==> src/minstk_pkg.sv <==
`timescale 1ns / 1ps
// ----------------------------------------------------------------------------
// minstk_pkg
// Shared types and codes of the min-tracking stack.
// ----------------------------------------------------------------------------
package minstk_pkg;

	localparam int DATA_W = 32;
	localparam int FILL_W = 11;

	localparam logic [1:0] REQ_PUSH = 2'd0;
	localparam logic [1:0] REQ_POP  = 2'd1;
	localparam logic [1:0] REQ_LOOK = 2'd2;

	localparam logic [1:0] ST_OK    = 2'd0;
	localparam logic [1:0] ST_FULL  = 2'd1;
	localparam logic [1:0] ST_EMPTY = 2'd2;

	typedef struct packed {
		logic latch;
		logic exec;
		logic load;
	} ctrl_cmd_t;

	typedef struct packed {
		logic need_load;
	} dp_stat_t;

endpackage

==> src/minstk_ctrl.sv <==
`timescale 1ns / 1ps
// ----------------------------------------------------------------------------
// minstk_ctrl
// Controller that sequences one request through capture, execution,
// an optional top reload from the entry memory, and the result cycle.
// ----------------------------------------------------------------------------
module minstk_ctrl (
	input  logic                  clk,
	input  logic                  arst_n,
	input  logic                  start,
	input  minstk_pkg::dp_stat_t  stat,
	output minstk_pkg::ctrl_cmd_t cmd,
	output logic                  busy,
	output logic                  done
);
	import minstk_pkg::*;

	localparam logic [1:0] S_IDLE = 2'd0;
	localparam logic [1:0] S_EXEC = 2'd1;
	localparam logic [1:0] S_LOAD = 2'd2;
	localparam logic [1:0] S_RESP = 2'd3;

	logic [1:0] state_q;
	logic [1:0] state_d;

	always_comb begin
		state_d = state_q;
		case (state_q)
			S_IDLE: begin
				if (start) begin
					state_d = S_EXEC;
				end
			end
			S_EXEC: begin
				state_d = stat.need_load ? S_LOAD : S_RESP;
			end
			S_LOAD: begin
				state_d = S_RESP;
			end
			S_RESP: begin
				state_d = S_IDLE;
			end
			default: begin
				state_d = S_IDLE;
			end
		endcase
	end

	always_ff @(posedge clk or negedge arst_n) begin
		if (!arst_n) begin
			state_q <= S_IDLE;
		end else begin
			state_q <= state_d;
		end
	end

	assign cmd.latch = (state_q == S_IDLE) && start;
	assign cmd.exec  = (state_q == S_EXEC);
	assign cmd.load  = (state_q == S_LOAD);
	assign busy      = (state_q != S_IDLE);
	assign done      = (state_q == S_RESP);

endmodule

==> config.mk <==
export PLATFORM = sky130hd
export DESIGN_NAME = minstk_ctrl
export DESIGN_NICKNAME = d
export VERILOG_FILES = /design/src/minstk_pkg.sv /design/src/minstk_ctrl.sv
export SDC_FILE = /design/constraint.sdc
export NUM_CORES = 1
export LEC_CHECK = 0
export ABC_AREA = 1
export BUFFER_PORTS_ARGS = -buffer_cell sky130_fd_sc_hd__buf_2
export CAP_MARGIN = 20
export CORE_AREA = 2 2 39 41
export CTS_CLUSTER_SIZE = 24
export DETAILED_ROUTE_END_ITERATION = 8
export DIE_AREA = 0 0 41 43
export GPL_ROUTABILITY_DRIVEN = 0
export HOLD_SLACK_MARGIN = 0.12
export RECOVER_POWER = 100
export SLEW_MARGIN = 30
export SYNTH_ARGS = -nofsm -noshare
export SYNTH_HDL_FRONTEND = slang
export SYNTH_SLANG_ARGS = --single-unit
==> constraint.sdc <==
create_clock -name clk -period 2.4 [get_ports clk]
set_input_delay 0.24 -clock clk [delete_from_list [all_inputs] [get_ports clk]]
set_output_delay 0.24 -clock clk [all_outputs]
set_load 0.03 [all_outputs]
Yosys cells after proc, flatten, opt, wreduce, memory -nomap -nowiden:

Cells that the tools add are included.

* output and inout port bits: 5
* bits in latches: 0
* bits in registers: 2
* bits in writable memories: 0
* logic and storage cells: 11
* input port bits: 4
* bits in read-only memories: 0
* memories: 0

* add/sub/neg operators: 0
* order comparisons: 0
* bitwise logic cells: 0
* mux-type cells: 3
* shift operators: 0
* $mul: 0
* reduce and logical (&&, ||, !) cells: 3
* divide/modulo/power cells: 0
* eq/ne operators: 4

Operator list (number)
* 2-bit one-hot mux with 4 select lines: 1
* 2-bit equality test, second input constant: 2
* 2-bit by 1-bit equality test with 1-bit output, second input constant: 1
* 2-bit logical NOT: 1
* 2-bit 2-to-1 mux: 1
* 2-bit != test, second input constant: 1
* 2-bit nonzero test: 1
* 1-bit logical AND: 1
* 1-bit 2-to-1 mux: 1

Depth between registers and ports, before layout:

* word-level depth: 2
* depth in mapped cells: 6
* mapped depth without buffers: 6

Worst setup path before layout:

OpenSTA, ideal clock, no wires.

* kind: flip-flop to output port
* start: reg state_q[0]
* end: out cmd[2] in the netlist's numbering
* setup slack: 1.212 ns
* required time: 2.160 ns
* arrival: 0.948 ns
* buffers on the path: 0
* cell stages (with the launch flop): 5
* cells stage by stage: dfrtp_1 > inv_1 > ha_1 > nand2_1 > inv_1

RTL lines
* start: declaration: RTL line minstk_ctrl.sv:23 `logic [1:0] state_q;`
* start signal: assignment: RTL line minstk_ctrl.sv:53 `state_q <= state_d;`
* end: declaration: RTL line minstk_ctrl.sv:12 `output minstk_pkg::ctrl_cmd_t cmd,`

==> flow_summary.ini <==
[die]
start_util_pct = 13.3
core_um2 = 1380
io_pins = 9
die_w_um = 41
die_height_um = 43
rows = 14
die_area_um2 = 1760

[synthesis]
ys_seq_elements = 2
yosys.cell_count.top_type = nand2_1
synth_mux_area_share_pct = 0
synth-simple-area-share_pct = 21.8
synth_async_sr_flop_share_pct = 100
synth_xor_area_share_pct = 0
syn_nets = 34
synth-seq-area-share_pct = 27.2
synth_compound_area_share_pct = 2.72
synth_area_per_cell_um2 = 7.36
synthFlopType = dfrtp_1
synth_edf_count = 0
synth_area_leaders = ha_1 (34%), dfrtp_1 (27%), nand2_1 (18%), inv_1 (14%), nand2_2 (3.4%)
ys_types = 6
synth_top_family_by_area = adder cells
yosys.area.top_type_share_pct = 34.0
synth_top_area_cell = ha_1
synthCells = 25
syn_area_um2 = 184
synth_fa_ha_area_share_pct = 34.0
yosys_warnings = 0
synthTopCellsByCount = nand2_1 (9), inv_1 (7), ha_1 (5)

[sta]
skew_ns = 0.00293
fin_setup_tns_ns = 0
setup_ws_ns = 0.773
max-slew-margin-rel_pct = 75.9
min_period_ns = 1.63
worstMarginPinSlew_ns = 0.362
report.final.slew_viol_count = 0
hold_violations = 0
setup_viol = 0
fmax_ghz = 0.615
fin_crit_sh_pct = 67.8
rsz0062_at_grt = no

[power_and_ir_drop]
powerDensity_nw_per_um2 = 1460
sw_frac_of_total_pct = 55.0
combPwrFrac_pct = 62.0
clock_power_share_pct = 19.3
power.switching_uw = 214
seqPwrFrac_pct = 18.7
p_leak_uw = 0.000161
p_int_uw = 175
ir_drop_mv = 0.261

[final_layout]
diodes = 0
nets = 48
fill_cells = 162
largest_register = state_q
largest_reg_flops = 2
layout-drive-gt1-share_pct = 13.5
biggestRegsByFlops = state_q (2)
instances_no_fill = 53
area.growth.synth_to_final_pct = 44.9

[detailed_routing]
wl_um = 376
antenna_left = 0
drc = 0
dr.pass1.iters = 4
wl_per_cell_um = 7.09
vias_per_cell = 3.17
vias = 168
initialDrtViolationCount = 2

[global_route]
antenna_found_initial = 0
grt_usage_pct = 5.92
grt_pass1_vias = 191
grt_max_degree = 5
grt_pass1_wl_um = 662
grt_overflow = 0

[cts]
clk_latency_ns = 0.23
cts.clk_slew.worst_paths_ns = 0.03
cts_inserted_buffers = 3
cts_setup_buffers = 0
clock_sink_count = 2
holdBufCountCts = 1
clk_path_buf_depth = 2
cts_max_level = 1
ctsResizeCount = 0
cts_tree = built
cts-root-buf = clkbuf_4

[place]
pre_cts_slack_ns = 1.10
dp_hpwl_um = 301
dp.cells = 49
port_buffers = 8

[worst_setup_path]
end_kind = output port
critPathMaxFanout = 4
cp.arrival_ns = 1.39
worstPathRequired_ns = 2.16
critical_path.startpoint_type = flip-flop
critPathKind = flip-flop to output port

[worst_hold_path]
hold_path_class = input pin to async pin

[status]
status = completed

[run]
cap_viol_max_count = 0
## critical path, cell delays in order (launching register included)
cell and delay (ns):
dfrtp_1 0.40, inv_1 0.14, ha_1 0.22, nand2_1 0.06
inv_1 0.04, clkbuf_1 0.30
## stage by stage
step / hold slack (ns) / instance area (um^2) / utilization [%] / total power, uW
after floorplan: -0.0556 / 184 / - / 274
after global placement: 0.0242 / 244 / 17.6 / 319
after detailed placement: 0.0253 / 244 / 17.6 / 330
after CTS: 0.326 / 277 / 20.0 / 412
after global routing: 0.354 / 267 / 19.3 / 433
final: 0.331 / 267 / 19.3 / 389
## final timing paths
check                      slack [ns]  cells after the start              startpoint                endpoint
max reg2reg                      1.25                      6  state_q[0]$_DFFE_PN0P_  state_q[0]$_DFFE_PN0P_
min                              0.33                      2                  arst_n  state_q[0]$_DFFE_PN0P_
min reg2reg                      0.54                      2  state_q[0]$_DFFE_PN0P_  state_q[0]$_DFFE_PN0P_
max in group asynchronous        1.95                      2                  arst_n  state_q[1]$_DFFE_PN0P_
max                              0.77                      5  state_q[0]$_DFFE_PN0P_                  cmd[2]
min in group clk                 0.34                      6                    stat  state_q[0]$_DFFE_PN0P_
## area by class of cell
type / instances / area (um^2) / area share, %
Multi-Input combinational cell: 16 / 105 / 39.4
Sequential cell: 2 / 50.0 / 18.8
Timing Repair Buffer: 9 / 42.5 / 16.0
Inverter: 7 / 26.3 / 9.86
Clock buffer: 3 / 22.5 / 8.45
Tap cell: 16 / 20.0 / 7.51
## logic make-up after synthesis
family,Yosys count
and+or+nand+nor,10
DFF,2
buffers and inverters,7
AOI/OAI and AO/OA,1
adders and majority gates,5
## per-layer routing
layer / vias to the layer above / wire, um / track usage, %
li1: 95 / - / -
met4: 0 / 0 / 6.00
met1: 69 / 168 / 6.43
met3: 0 / 24 / 3.14
met5: - / 0 / 0
met2: 4 / 183 / 7.50
## power groups by stage
stage / clock network [uW] / registers (uW) / logic [uW]
after floorplan: 0 / 68.2 / 206
after global placement: 0 / 72.2 / 247
after detailed placement: 0 / 74.5 / 256
after CTS: 79.6 / 73.8 / 259
after global routing: 85.2 / 77.3 / 270
final: 75.0 / 73.0 / 241
## cells in the final DEF, fill, tap and decap left out, drive strengths merged
master       netlist  final
dfrtp              2      2
nand2             10     10
dlygate4sd3        0      1
inv                7      7
buf                0      2
o21ai              1      1
clkbuf             0      9
ha                 5      5
Power figures use the tool's default switching activity.
